$ cat src/rtl/servo_angle_to_drive_unit_defines.svh
// assertion macros used by the file that checks this block
`ifndef SERVO_ANGLE_TO_DRIVE_UNIT_DEFINES_SVH
`define SERVO_ANGLE_TO_DRIVE_UNIT_DEFINES_SVH

// consequent checked in the same cycle
`define SATD_ASSERT_SAME(lbl, ante, cons, msg) \
	lbl: assert property (@(posedge clk) disable iff (!arst_n) (ante) |-> (cons)) \
		else $error(msg);

// consequent checked in the next cycle
`define SATD_ASSERT_NEXT(lbl, ante, cons, msg) \
	lbl: assert property (@(posedge clk) disable iff (!arst_n) (ante) |=> (cons)) \
		else $error(msg);

`endif

$ cat src/rtl/satd_pkg.sv
`default_nettype none

package satd_pkg;

	// configuration port
	localparam int CFG_IDX_W  = 3;
	localparam int CFG_DATA_W = 16;

	localparam logic [CFG_IDX_W-1:0] REG_OUTPUT_MODE       = 3'd0;
	localparam logic [CFG_IDX_W-1:0] REG_REVERSE_DIRECTION = 3'd1;
	localparam logic [CFG_IDX_W-1:0] REG_HALF_RANGE        = 3'd2;
	localparam logic [CFG_IDX_W-1:0] REG_SERVO_ID          = 3'd3;
	localparam logic [CFG_IDX_W-1:0] REG_POSITION_GAIN     = 3'd4;
	localparam logic [CFG_IDX_W-1:0] REG_POSITION_OFFSET   = 3'd5;
	localparam logic [CFG_IDX_W-1:0] REG_DUTY_MIN          = 3'd6;
	localparam logic [CFG_IDX_W-1:0] REG_DUTY_MAX          = 3'd7;

	// register reset values
	localparam logic        RST_OUTPUT_MODE       = 1'b0;
	localparam logic        RST_REVERSE_DIRECTION = 1'b0;
	localparam logic [14:0] RST_HALF_RANGE        = 15'd1440;
	localparam logic [7:0]  RST_SERVO_ID          = 8'd1;
	localparam logic [15:0] RST_POSITION_GAIN     = 16'd256;
	localparam logic [15:0] RST_POSITION_OFFSET   = 16'd0;
	localparam logic [15:0] RST_DUTY_MIN          = 16'd3277;
	localparam logic [15:0] RST_DUTY_MAX          = 16'd6554;

	// output modes and result kinds
	localparam logic MODE_PWM    = 1'b0;
	localparam logic MODE_BUS    = 1'b1;
	localparam logic KIND_DUTY   = 1'b0;
	localparam logic KIND_PACKET = 1'b1;

	// bus packet contents
	localparam logic [7:0]  SYNC_BYTE         = 8'hFF;
	localparam logic [7:0]  PKT_LEN_FIELD     = 8'h09;
	localparam logic [7:0]  WRITE_INSTRUCTION = 8'd3;
	localparam logic [7:0]  TARGET_REGISTER   = 8'd42;
	localparam logic [15:0] MOVE_TIME         = 16'd0;
	localparam logic [15:0] MOVE_SPEED        = 16'd0;

	// byte positions within the packet
	localparam int BYTE_IDX_W = 4;
	localparam logic [BYTE_IDX_W-1:0] PB_SYNC0    = 4'd0;
	localparam logic [BYTE_IDX_W-1:0] PB_SYNC1    = 4'd1;
	localparam logic [BYTE_IDX_W-1:0] PB_ID       = 4'd2;
	localparam logic [BYTE_IDX_W-1:0] PB_LEN      = 4'd3;
	localparam logic [BYTE_IDX_W-1:0] PB_INSTR    = 4'd4;
	localparam logic [BYTE_IDX_W-1:0] PB_REG      = 4'd5;
	localparam logic [BYTE_IDX_W-1:0] PB_POS_LO   = 4'd6;
	localparam logic [BYTE_IDX_W-1:0] PB_POS_HI   = 4'd7;
	localparam logic [BYTE_IDX_W-1:0] PB_TIME_LO  = 4'd8;
	localparam logic [BYTE_IDX_W-1:0] PB_TIME_HI  = 4'd9;
	localparam logic [BYTE_IDX_W-1:0] PB_SPEED_LO = 4'd10;
	localparam logic [BYTE_IDX_W-1:0] PB_SPEED_HI = 4'd11;
	localparam logic [BYTE_IDX_W-1:0] PB_CHECKSUM = 4'd12;

	// duty divider: quotient bits, bits per stage, stage count
	localparam int DIV_BITS   = 16;
	localparam int DIV_STEPS  = 2;
	localparam int DIV_STAGES = DIV_BITS / DIV_STEPS;

	typedef struct packed {
		logic        output_mode;
		logic        reverse_direction;
		logic [14:0] half_range;
		logic [7:0]  servo_id;
		logic [15:0] position_gain;
		logic [15:0] position_offset;
		logic [15:0] duty_min;
		logic [15:0] duty_max;
	} cfg_t;

	// word carried down the pipeline
	typedef struct packed {
		logic        bus;
		logic [15:0] angle;
		logic [15:0] pos;
		logic [15:0] rem;
		logic [15:0] quo;
	} work_t;

endpackage

`default_nettype wire

$ cat src/rtl/satd_if.sv
`default_nettype none

// command channel: one target angle per word
interface satd_in_if;
	logic        valid;
	logic        ready;
	logic [15:0] target_angle;

	modport source(output valid, output target_angle, input ready);
	modport sink(input valid, input target_angle, output ready);
endinterface

// drive channel: duty result or one packet byte per word
interface satd_out_if;
	logic        valid;
	logic        ready;
	logic        result_kind;
	logic [15:0] duty_value;
	logic [15:0] clamped_angle;
	logic [7:0]  packet_byte;
	logic        last_byte;

	modport source(output valid, output result_kind, output duty_value,
		output clamped_angle, output packet_byte, output last_byte, input ready);
	modport sink(input valid, input result_kind, input duty_value,
		input clamped_angle, input packet_byte, input last_byte, output ready);
endinterface

`default_nettype wire

$ cat src/rtl/satd_cfg.sv
`default_nettype none

module satd_cfg (
	input  wire logic                             clk,
	input  wire logic                             arst_n,
	input  wire logic                             cfg_we,
	input  wire logic [satd_pkg::CFG_IDX_W-1:0]  cfg_idx,
	input  wire logic [satd_pkg::CFG_DATA_W-1:0] cfg_wdata,
	output satd_pkg::cfg_t                        cfg
);

	satd_pkg::cfg_t cfg_q;

	// register file, written by index
	always_ff @(posedge clk or negedge arst_n) begin
		if (!arst_n) begin
			cfg_q.output_mode       <= satd_pkg::RST_OUTPUT_MODE;
			cfg_q.reverse_direction <= satd_pkg::RST_REVERSE_DIRECTION;
			cfg_q.half_range        <= satd_pkg::RST_HALF_RANGE;
			cfg_q.servo_id          <= satd_pkg::RST_SERVO_ID;
			cfg_q.position_gain     <= satd_pkg::RST_POSITION_GAIN;
			cfg_q.position_offset   <= satd_pkg::RST_POSITION_OFFSET;
			cfg_q.duty_min          <= satd_pkg::RST_DUTY_MIN;
			cfg_q.duty_max          <= satd_pkg::RST_DUTY_MAX;
		end else if (cfg_we) begin
			unique case (cfg_idx)
				satd_pkg::REG_OUTPUT_MODE:       cfg_q.output_mode <= cfg_wdata[0];
				satd_pkg::REG_REVERSE_DIRECTION: cfg_q.reverse_direction <= cfg_wdata[0];
				satd_pkg::REG_HALF_RANGE:        cfg_q.half_range <= cfg_wdata[14:0];
				satd_pkg::REG_SERVO_ID:          cfg_q.servo_id <= cfg_wdata[7:0];
				satd_pkg::REG_POSITION_GAIN:     cfg_q.position_gain <= cfg_wdata;
				satd_pkg::REG_POSITION_OFFSET:   cfg_q.position_offset <= cfg_wdata;
				satd_pkg::REG_DUTY_MIN:          cfg_q.duty_min <= cfg_wdata;
				satd_pkg::REG_DUTY_MAX:          cfg_q.duty_max <= cfg_wdata;
				default: ;
			endcase
		end
	end

	assign cfg = cfg_q;

endmodule

`default_nettype wire

$ cat src/rtl/satd_front.sv
`default_nettype none

module satd_front (
	input  wire logic          clk,
	input  wire logic          arst_n,
	satd_in_if.sink            cmd,
	input  wire satd_pkg::cfg_t cfg,
	output logic               dn_valid,
	input  wire logic          dn_ready,
	output satd_pkg::work_t    dn_work
);

	// stage 1: direction, clamp, multiplier operand select
	logic signed [16:0] a_in, a_dir, h_pos, h_neg, a_clamp;
	logic signed [17:0] x_pwm, y_bus;
	logic signed [16:0] d_span, d_neg;
	logic [15:0]        d_mag;

	logic               valid_s1, ready_s1, bus_s1;
	logic signed [17:0] mul_a_s1;
	logic [15:0]        mul_b_s1;
	logic [15:0]        angle_s1;

	logic               valid_s2, ready_s2, bus_s2;
	logic signed [34:0] prod_c, prod_s2;
	logic [15:0]        angle_s2;

	logic               valid_s3, ready_s3;
	logic signed [35:0] off_sh, t_c;
	logic [15:0]        pos_c;
	satd_pkg::work_t    work_s3;

	assign a_in    = {cmd.target_angle[15], cmd.target_angle};
	assign a_dir   = cfg.reverse_direction ? -a_in : a_in;
	assign h_pos   = {2'b00, cfg.half_range};
	assign h_neg   = -h_pos;
	assign a_clamp = (a_dir > h_pos) ? h_pos : ((a_dir < h_neg) ? h_neg : a_dir);
	assign x_pwm   = {a_clamp[16], a_clamp} + {1'b0, h_pos};
	assign y_bus   = {a_dir[16], a_dir} + {1'b0, h_pos};

	// magnitude of the duty span, sign handled at the end
	assign d_span = {1'b0, cfg.duty_max} - {1'b0, cfg.duty_min};
	assign d_neg  = -d_span;
	assign d_mag  = d_span[16] ? d_neg[15:0] : d_span[15:0];

	assign ready_s1  = !valid_s1 || ready_s2;
	assign cmd.ready = ready_s1;

	always_ff @(posedge clk or negedge arst_n) begin
		if (!arst_n) begin
			valid_s1 <= 1'b0;
		end else if (ready_s1) begin
			valid_s1 <= cmd.valid;
		end
	end

	always_ff @(posedge clk) begin
		if (cmd.valid && ready_s1) begin
			bus_s1   <= (cfg.output_mode == satd_pkg::MODE_BUS);
			mul_a_s1 <= (cfg.output_mode == satd_pkg::MODE_BUS) ? y_bus : x_pwm;
			mul_b_s1 <= (cfg.output_mode == satd_pkg::MODE_BUS) ? cfg.position_gain : d_mag;
			angle_s1 <= a_clamp[15:0];
		end
	end

	// stage 2: shared multiplier
	assign prod_c   = 35'(mul_a_s1) * 35'($signed({1'b0, mul_b_s1}));
	assign ready_s2 = !valid_s2 || ready_s3;

	always_ff @(posedge clk or negedge arst_n) begin
		if (!arst_n) begin
			valid_s2 <= 1'b0;
		end else if (ready_s2) begin
			valid_s2 <= valid_s1;
		end
	end

	always_ff @(posedge clk) begin
		if (valid_s1 && ready_s2) begin
			bus_s2   <= bus_s1;
			prod_s2  <= prod_c;
			angle_s2 <= angle_s1;
		end
	end

	// stage 3: bus position offset and saturation, divider set-up
	assign off_sh = {{12{cfg.position_offset[15]}}, cfg.position_offset, 8'h00};
	assign t_c    = {prod_s2[34], prod_s2} + off_sh;
	assign pos_c  = t_c[35] ? 16'h0000 : ((|t_c[34:24]) ? 16'hFFFF : t_c[23:8]);

	assign ready_s3 = !valid_s3 || dn_ready;

	always_ff @(posedge clk or negedge arst_n) begin
		if (!arst_n) begin
			valid_s3 <= 1'b0;
		end else if (ready_s3) begin
			valid_s3 <= valid_s2;
		end
	end

	always_ff @(posedge clk) begin
		if (valid_s2 && ready_s3) begin
			work_s3.bus   <= bus_s2;
			work_s3.angle <= angle_s2;
			work_s3.pos   <= pos_c;
			work_s3.rem   <= prod_s2[31:16];
			work_s3.quo   <= prod_s2[15:0];
		end
	end

	assign dn_valid = valid_s3;
	assign dn_work  = work_s3;

endmodule

`default_nettype wire

$ cat src/rtl/satd_div_stage.sv
`default_nettype none

module satd_div_stage (
	input  wire logic            clk,
	input  wire logic            arst_n,
	input  wire satd_pkg::cfg_t  cfg,
	input  wire logic            up_valid,
	output logic                 up_ready,
	input  wire satd_pkg::work_t up_work,
	output logic                 dn_valid,
	input  wire logic            dn_ready,
	output satd_pkg::work_t      dn_work
);

	logic [15:0]     divisor;
	logic [16:0]     trial;
	logic [15:0]     rem_c, quo_c;
	logic            qbit;
	satd_pkg::work_t next_c;

	logic            valid_s1;
	satd_pkg::work_t work_s1;

	// divisor is twice the half range
	assign divisor = {cfg.half_range, 1'b0};

	// restoring division, two quotient bits per stage
	always_comb begin
		rem_c = up_work.rem;
		quo_c = up_work.quo;
		trial = 17'd0;
		qbit  = 1'b0;
		for (int i = 0; i < satd_pkg::DIV_STEPS; i++) begin
			trial = {rem_c, quo_c[15]};
			qbit  = (trial >= {1'b0, divisor});
			rem_c = qbit ? 16'(trial - {1'b0, divisor}) : trial[15:0];
			quo_c = {quo_c[14:0], qbit};
		end
		next_c     = up_work;
		next_c.rem = rem_c;
		next_c.quo = quo_c;
	end

	assign up_ready = !valid_s1 || dn_ready;

	always_ff @(posedge clk or negedge arst_n) begin
		if (!arst_n) begin
			valid_s1 <= 1'b0;
		end else if (up_ready) begin
			valid_s1 <= up_valid;
		end
	end

	always_ff @(posedge clk) begin
		if (up_valid && up_ready) begin
			work_s1 <= next_c;
		end
	end

	assign dn_valid = valid_s1;
	assign dn_work  = work_s1;

endmodule

`default_nettype wire

$ cat src/rtl/satd_tx.sv
`default_nettype none

module satd_tx (
	input  wire logic            clk,
	input  wire logic            arst_n,
	input  wire satd_pkg::cfg_t  cfg,
	input  wire logic            up_valid,
	output logic                 up_ready,
	input  wire satd_pkg::work_t up_work,
	satd_out_if.source           drv
);

	logic        span_neg, rem_nz, load;
	logic [15:0] duty_c;
	logic [7:0]  sum_c;

	logic                              busy_q, kind_q;
	logic [satd_pkg::BYTE_IDX_W-1:0]   byte_q;
	logic [15:0]                       duty_q, angle_q, pos_q;
	logic [7:0]                        chk_q;
	logic [7:0]                        byte_mux;
	logic                              last_c;

	// duty from quotient: round toward minus infinity for a falling span
	assign span_neg = (cfg.duty_max < cfg.duty_min);
	assign rem_nz   = |up_work.rem;
	assign duty_c   = (cfg.half_range == 15'd0) ? cfg.duty_min :
		(span_neg ? (cfg.duty_min - up_work.quo - {15'd0, rem_nz})
			: (cfg.duty_min + up_work.quo));

	// checksum over id through speed
	assign sum_c = cfg.servo_id + satd_pkg::PKT_LEN_FIELD + satd_pkg::WRITE_INSTRUCTION
		+ satd_pkg::TARGET_REGISTER + up_work.pos[7:0] + up_work.pos[15:8]
		+ satd_pkg::MOVE_TIME[7:0] + satd_pkg::MOVE_TIME[15:8]
		+ satd_pkg::MOVE_SPEED[7:0] + satd_pkg::MOVE_SPEED[15:8];

	assign last_c   = (kind_q == satd_pkg::KIND_DUTY) || (byte_q == satd_pkg::PB_CHECKSUM);
	assign up_ready = !busy_q || (drv.ready && last_c);
	assign load     = up_valid && up_ready;

	// word sequencing
	always_ff @(posedge clk or negedge arst_n) begin
		if (!arst_n) begin
			busy_q <= 1'b0;
			kind_q <= satd_pkg::KIND_DUTY;
			byte_q <= satd_pkg::PB_SYNC0;
		end else begin
			if (busy_q && drv.ready) begin
				if (last_c) begin
					busy_q <= 1'b0;
				end else begin
					byte_q <= byte_q + 1'b1;
				end
			end
			if (load) begin
				busy_q <= 1'b1;
				kind_q <= up_work.bus ? satd_pkg::KIND_PACKET : satd_pkg::KIND_DUTY;
				byte_q <= satd_pkg::PB_SYNC0;
			end
		end
	end

	// result payload
	always_ff @(posedge clk) begin
		if (load) begin
			duty_q  <= duty_c;
			angle_q <= up_work.angle;
			pos_q   <= up_work.pos;
			chk_q   <= ~sum_c;
		end
	end

	// packet byte select
	always_comb begin
		unique case (byte_q)
			satd_pkg::PB_SYNC0:    byte_mux = satd_pkg::SYNC_BYTE;
			satd_pkg::PB_SYNC1:    byte_mux = satd_pkg::SYNC_BYTE;
			satd_pkg::PB_ID:       byte_mux = cfg.servo_id;
			satd_pkg::PB_LEN:      byte_mux = satd_pkg::PKT_LEN_FIELD;
			satd_pkg::PB_INSTR:    byte_mux = satd_pkg::WRITE_INSTRUCTION;
			satd_pkg::PB_REG:      byte_mux = satd_pkg::TARGET_REGISTER;
			satd_pkg::PB_POS_LO:   byte_mux = pos_q[7:0];
			satd_pkg::PB_POS_HI:   byte_mux = pos_q[15:8];
			satd_pkg::PB_TIME_LO:  byte_mux = satd_pkg::MOVE_TIME[7:0];
			satd_pkg::PB_TIME_HI:  byte_mux = satd_pkg::MOVE_TIME[15:8];
			satd_pkg::PB_SPEED_LO: byte_mux = satd_pkg::MOVE_SPEED[7:0];
			satd_pkg::PB_SPEED_HI: byte_mux = satd_pkg::MOVE_SPEED[15:8];
			satd_pkg::PB_CHECKSUM: byte_mux = chk_q;
			default:               byte_mux = 8'h00;
		endcase
	end

	assign drv.valid         = busy_q;
	assign drv.result_kind   = kind_q;
	assign drv.duty_value    = (kind_q == satd_pkg::KIND_DUTY) ? duty_q : 16'h0000;
	assign drv.clamped_angle = (kind_q == satd_pkg::KIND_DUTY) ? angle_q : 16'h0000;
	assign drv.packet_byte   = (kind_q == satd_pkg::KIND_PACKET) ? byte_mux : 8'h00;
	assign drv.last_byte     = last_c;

endmodule

`default_nettype wire

$ cat src/rtl/servo_angle_to_drive_unit.sv
`default_nettype none
`include "servo_angle_to_drive_unit_defines.svh"

// Servo drive unit: takes a signed target angle (1/16 degree) on cmd and returns on drv
// either one PWM duty word with the clamped angle (output_mode 0) or a 13-word bus write
// packet, one byte per word (output_mode 1). An angle passes three front stages (direction
// and clamp, a shared 18x17 multiplier, offset and saturation), eight divider stages of two
// quotient bits each, and the output register. In PWM mode a new angle is taken every cycle
// while drv is ready; in bus mode the output register sends one packet byte per cycle while drv
// is ready and takes the next angle as the checksum byte is taken. The user must write registers
// through cfg_we, cfg_idx and cfg_wdata only while no angle is in flight; the block does not enforce it.
module servo_angle_to_drive_unit (
	input  wire logic                             clk,
	input  wire logic                             arst_n,
	satd_in_if.sink                               cmd,
	satd_out_if.source                            drv,
	input  wire logic                             cfg_we,
	input  wire logic [satd_pkg::CFG_IDX_W-1:0]  cfg_idx,
	input  wire logic [satd_pkg::CFG_DATA_W-1:0] cfg_wdata
);

	satd_pkg::cfg_t  cfg;
	logic            stage_v   [0:satd_pkg::DIV_STAGES];
	logic            stage_rdy [0:satd_pkg::DIV_STAGES];
	satd_pkg::work_t stage_work[0:satd_pkg::DIV_STAGES];

	// register file
	satd_cfg u_cfg (
		.clk       (clk),
		.arst_n    (arst_n),
		.cfg_we    (cfg_we),
		.cfg_idx   (cfg_idx),
		.cfg_wdata (cfg_wdata),
		.cfg       (cfg)
	);

	// front stages
	satd_front u_front (
		.clk      (clk),
		.arst_n   (arst_n),
		.cmd      (cmd),
		.cfg      (cfg),
		.dn_valid (stage_v[0]),
		.dn_ready (stage_rdy[0]),
		.dn_work  (stage_work[0])
	);

	// divider pipeline
	for (genvar g = 0; g < satd_pkg::DIV_STAGES; g++) begin : g_div
		satd_div_stage u_div (
			.clk      (clk),
			.arst_n   (arst_n),
			.cfg      (cfg),
			.up_valid (stage_v[g]),
			.up_ready (stage_rdy[g]),
			.up_work  (stage_work[g]),
			.dn_valid (stage_v[g+1]),
			.dn_ready (stage_rdy[g+1]),
			.dn_work  (stage_work[g+1])
		);
	end

	// output register and packet sequencer
	satd_tx u_tx (
		.clk      (clk),
		.arst_n   (arst_n),
		.cfg      (cfg),
		.up_valid (stage_v[satd_pkg::DIV_STAGES]),
		.up_ready (stage_rdy[satd_pkg::DIV_STAGES]),
		.up_work  (stage_work[satd_pkg::DIV_STAGES]),
		.drv      (drv)
	);

	// checks
	`SATD_ASSERT_SAME(a_duty_single, drv.valid && (drv.result_kind == satd_pkg::KIND_DUTY), drv.last_byte, "duty word not marked last")
	`SATD_ASSERT_NEXT(a_packet_runs, drv.valid && drv.ready && !drv.last_byte, drv.valid && (drv.result_kind == satd_pkg::KIND_PACKET), "packet broken off")
	`SATD_ASSERT_SAME(a_packet_clean, drv.valid && (drv.result_kind == satd_pkg::KIND_PACKET), (drv.duty_value == 16'h0000) && (drv.clamped_angle == 16'h0000), "duty fields set in packet word")

endmodule

`default_nettype wire
$ cat src/flat_wrapper.sv
// flat-port wrapper written by rule: the top's interface ports become plain ports
module servo_angle_to_drive_unit_flat 
  (clk, arst_n, cfg_we, cfg_idx, cfg_wdata, cmd_valid, cmd_target_angle, cmd_ready, drv_valid, drv_result_kind, drv_duty_value, drv_clamped_angle, drv_packet_byte, drv_last_byte, drv_ready);
  satd_in_if cmd_i ();
  satd_out_if drv_i ();
  input  wire logic clk;
  input  wire logic arst_n;
  input  wire logic cfg_we;
  input  wire logic [satd_pkg::CFG_IDX_W-1:0] cfg_idx;
  input  wire logic [satd_pkg::CFG_DATA_W-1:0] cfg_wdata;
  input wire logic [$bits(cmd_i.valid)-1:0] cmd_valid;
  input wire logic [$bits(cmd_i.target_angle)-1:0] cmd_target_angle;
  output wire logic [$bits(cmd_i.ready)-1:0] cmd_ready;
  output wire logic [$bits(drv_i.valid)-1:0] drv_valid;
  output wire logic [$bits(drv_i.result_kind)-1:0] drv_result_kind;
  output wire logic [$bits(drv_i.duty_value)-1:0] drv_duty_value;
  output wire logic [$bits(drv_i.clamped_angle)-1:0] drv_clamped_angle;
  output wire logic [$bits(drv_i.packet_byte)-1:0] drv_packet_byte;
  output wire logic [$bits(drv_i.last_byte)-1:0] drv_last_byte;
  input wire logic [$bits(drv_i.ready)-1:0] drv_ready;
  assign cmd_i.valid = cmd_valid;
  assign cmd_i.target_angle = cmd_target_angle;
  assign cmd_ready = cmd_i.ready;
  assign drv_valid = drv_i.valid;
  assign drv_result_kind = drv_i.result_kind;
  assign drv_duty_value = drv_i.duty_value;
  assign drv_clamped_angle = drv_i.clamped_angle;
  assign drv_packet_byte = drv_i.packet_byte;
  assign drv_last_byte = drv_i.last_byte;
  assign drv_i.ready = drv_ready;
  servo_angle_to_drive_unit u_core (.clk(clk), .arst_n(arst_n), .cmd(cmd_i), .drv(drv_i), .cfg_we(cfg_we), .cfg_idx(cfg_idx), .cfg_wdata(cfg_wdata));
endmodule
$ cat config.mk
export PLATFORM = sky130hd
export DESIGN_NAME = servo_angle_to_drive_unit_flat
export DESIGN_NICKNAME = d
export VERILOG_FILES = /design/src/rtl/satd_pkg.sv /design/src/rtl/satd_if.sv /design/src/rtl/satd_cfg.sv /design/src/rtl/satd_front.sv /design/src/rtl/satd_div_stage.sv /design/src/rtl/satd_tx.sv /design/src/rtl/servo_angle_to_drive_unit.sv /design/src/flat_wrapper.sv
export VERILOG_INCLUDE_DIRS = /design/src /design/src/rtl
export SDC_FILE = /design/constraint.sdc
export NUM_CORES = 2
export LEC_CHECK = 0
export ABC_AREA = 1
export BUFFER_PORTS_ARGS = -buffer_cell sky130_fd_sc_hd__buf_2
export CAP_MARGIN = 10
export CORE_MARGIN = 3
export CORE_UTILIZATION = 40
export CTS_BUF_LIST = sky130_fd_sc_hd__clkbuf_8 sky130_fd_sc_hd__clkbuf_16
export CTS_CLUSTER_SIZE = 10
export DETAILED_ROUTE_END_ITERATION = 12
export HOLD_SLACK_MARGIN = 0.03
export SLEW_MARGIN = 20
export SYNTH_ARGS = -nofsm -noshare
export SYNTH_HDL_FRONTEND = slang
export SYNTH_SLANG_ARGS = --single-unit
$ cat constraint.sdc
create_clock -name clk -period 14.35 [get_ports clk]
set_input_delay 1.435 -clock clk [delete_from_list [all_inputs] [get_ports clk]]
set_output_delay 1.435 -clock clk [all_outputs]
set_load 0.1 [all_outputs]
==> results_dict.tcl <==
set metrics [dict create \
    status "complete, no violations" \
    hold_path_class "flop to flop" \
    min_from "u_core.u_front.dn_work[8]" \
    hpwl_mm 118 \
    drc 0 \
    synth.cell_area_um2 59200 \
    synthFlopType "edfxtp_1" \
    row_count 140 \
    worstSetupPathType "flop to flop" \
    r2r_start "u_core.u_cfg.cfg[74]" \
    design_area_um2 64900 \
    cp_max_fo 19 \
    coreArea_um2 146000 \
    fmaxAchievable_mhz 143 \
    grt_max_degree 66 \
    ys_seq_area_frac 0.423 \
    worst-path-buf-inv 4 \
    dr.pass1.iters 6 \
    crit_required_ns 14.76 \
    htree_levels 3 \
    cts_setup_buffers 0 \
    die_w_um 391 \
    skew_ns 0.0664 \
    vias_per_cell 5.10 \
    drive_gt1_frac 0.0645 \
    startpoint_type "flop" \
    wl_mm 157 \
    place_area_um2 61600 \
    layout_worst_path_cycle_share 0.488 \
    clock_latency_ns 0.72 \
    crit_family "simple AND/OR/NAND/NOR gates" \
    worst_pin_slew_ns 1.11 \
    dieHeight_um 391 \
    io_pins 84 \
    reg2reg_slack_ns 7.34 \
    first_global_vias 42500 \
    clock_path_buffers 3 \
    synth_top_area_share 0.378 \
    period_minus_slack_ns 7.01 \
    slew_viol_final 0 \
    initial_utilization 0.405 \
    syn-num-nets 7067 \
    synth_edf_count 744 \
    grt_usage 0.208 \
    hold_viol 0 \
    crit_start "u_core.u_cfg.cfg[74]" \
    setup_violations 0 \
    num_vias 42300 \
    yosys_warnings 0 \
    ys_types 73 \
    area_delta_synth_final_pct 9.66 \
    routabilityCongestion 0.910 \
    clk_pin_slew_ns 0.06 \
    cts_made_buffers 102 \
    fillCellCount 13900 \
    critPathArrivalTime_ns 7.41 \
    postSynth.asyncResetShare 0.125 \
    fp.dieArea_um2 153000 \
    cp-end-kind "flop" \
    gr-total-overflow 0 \
    synthTopCellsByArea "edfxtp_1 (38%), fa_1 (11%), ha_1 (10%), nand2_1 (8.6%), inv_1 (6.2%)" \
    avgSynthCellArea_um2 9.50 \
    max-slew-margin-rel 0.261 \
    grt_pass1_wl_mm 245 \
    clkSinkCount 850 \
    slowest_stage "nor2_4" \
    hold_buffers 0 \
    antenna_found_initial 3 \
    yosysTopAreaCell "edfxtp_1" \
    root_buffer "clkbuf_16" \
    drtIter0Drc 3267 \
    fin_tns_setup_ns 0 \
    cts_tree "yes" \
    max-cap-violations 0 \
    post_drt_wl_per_cell_um 18.9 \
    syn_inst 6226 \
    ant_nets 0 \
    nNetsFinal 7143 \
    cpPeakStageDelay_ns 0.47 \
    ys_seq_elements 850 \
    numPortBuffers 83 \
    rsz0062_at_grt "false" \
    post_cts_resized 0 \
]
==> layout by cell type, fill, tap and decap left out, drive strengths merged, types with 180 or more instances in the layout <==
master  instances
nand2        1377
inv          1055
edfxtp        744
ha            478
a21oi         425
o21ai         424
nor2          339
fa            323
nand3         231
xor2          180
==> stage by stage <==
step | util | hold WS (ns) | std cells | worst slack, ns
after floorplan | - | 0.400 | 6226 | 8.26
after global placement | 0.421 | 0.401 | 8114 | 6.98
after detailed placement | 0.421 | 0.405 | 8114 | 6.96
after CTS | 0.443 | 0.384 | 8300 | 7.44
after global routing | 0.444 | 0.408 | 8301 | 6.86
final | 0.444 | 0.393 | 8304 | 7.34
==> final cells by class <==
type	instances	area [um^2]	share of cell area
antenna	3	7.51	0.000116
clock buffer	108	2650	0.0408
clock inverter	78	559	0.00862
inverter	997	3740	0.0577
tap	1917	2400	0.0370
multi-input combinational	4229	29800	0.459
timing repair buffer	122	734	0.0113
sequential	850	25000	0.386
==> per-layer routing <==
layer | vias to the layer above | part of all wire | GRT usage
met4 | 0 | 0.038 | 0.0773
met1 | 20400 | 0.46 | 0.286
met2 | 992 | 0.45 | 0.334
met3 | 243 | 0.052 | 0.0284
met5 | - | 0 | 0
li1 | 20700 | - | -
==> cell families after synthesis <==
logic type	Yosys count	synth area share
AO/OA/AOI/OAI	1011	0.0958
buffers and inverters	1147	0.0752
XOR/XNOR	320	0.0476
flip-flops	850	0.423
multiplexers	3	0.000571
adder cells (fa/ha/maj)	801	0.210
AND/OR/NAND/NOR	2094	0.148
==> path summary, 6_finish.rpt <==
| kind | endpoint | cells after the start |
|---|---|---|
| hold reg to reg | u_core.g_div[0].u_div.dn_work[10] | 0 |
| min in group asynchronous | u_core.u_tx.drv.result_kind | 1 |
| setup / recovery | u_core.u_front.mul_a_s1[12] | 31 |
| hold / removal | u_core.g_div[0].u_div.dn_work[10] | 0 |
| setup reg to reg | u_core.u_front.mul_a_s1[12] | 31 |
| max in group asynchronous | u_core.u_cfg.cfg[59] | 3 |
==> cell usage after synthesis, drive strengths merged, types with 52 or more instances <==
master and n:
a21oi 425, buf 52, clkbuf 98, dfrtp 86, edfxtp 744, fa 323
ha 478, inv 995, nand2 1377, nand3 231, nor2 339, o21ai 424
xnor2 140, xor2 180
==> sequential cells by signal (all words and copies together), names as in the netlist <==
register and cells:
u_core.g_div.u_div.dn_valid 8, u_core.g_div.u_div.dn_work 520, u_core.u_cfg.cfg 89, u_core.u_front.angle_s1 16
u_core.u_front.angle_s2 16, u_core.u_front.bus_s1 1, u_core.u_front.bus_s2 1, u_core.u_front.dn_valid 1
u_core.u_front.dn_work 65, u_core.u_front.mul_a_s1 18, u_core.u_front.mul_b_s1 16, u_core.u_front.prod_s2 35
u_core.u_front.valid_s1 1, u_core.u_front.valid_s2 1, u_core.u_tx.angle_q 16, u_core.u_tx.byte_q 4
u_core.u_tx.chk_q 8, u_core.u_tx.drv.result_kind 1, u_core.u_tx.drv.valid 1, u_core.u_tx.duty_q 16
u_core.u_tx.pos_q 16
==> worst reg2reg max path, delay by kind of cell (launching register included) <==
family,cells,cell delay [ns]
compound gates,9,1.98
flops,1,0.46
xor+xnor,1,0.09
fa+ha+maj,3,0.91
simple gates,14,2.41
buf+inv,4,0.88
Power is left out: the tool's default activity adds up to more than one toggle a clock period on the data nets, which glitch-free logic cannot reach.
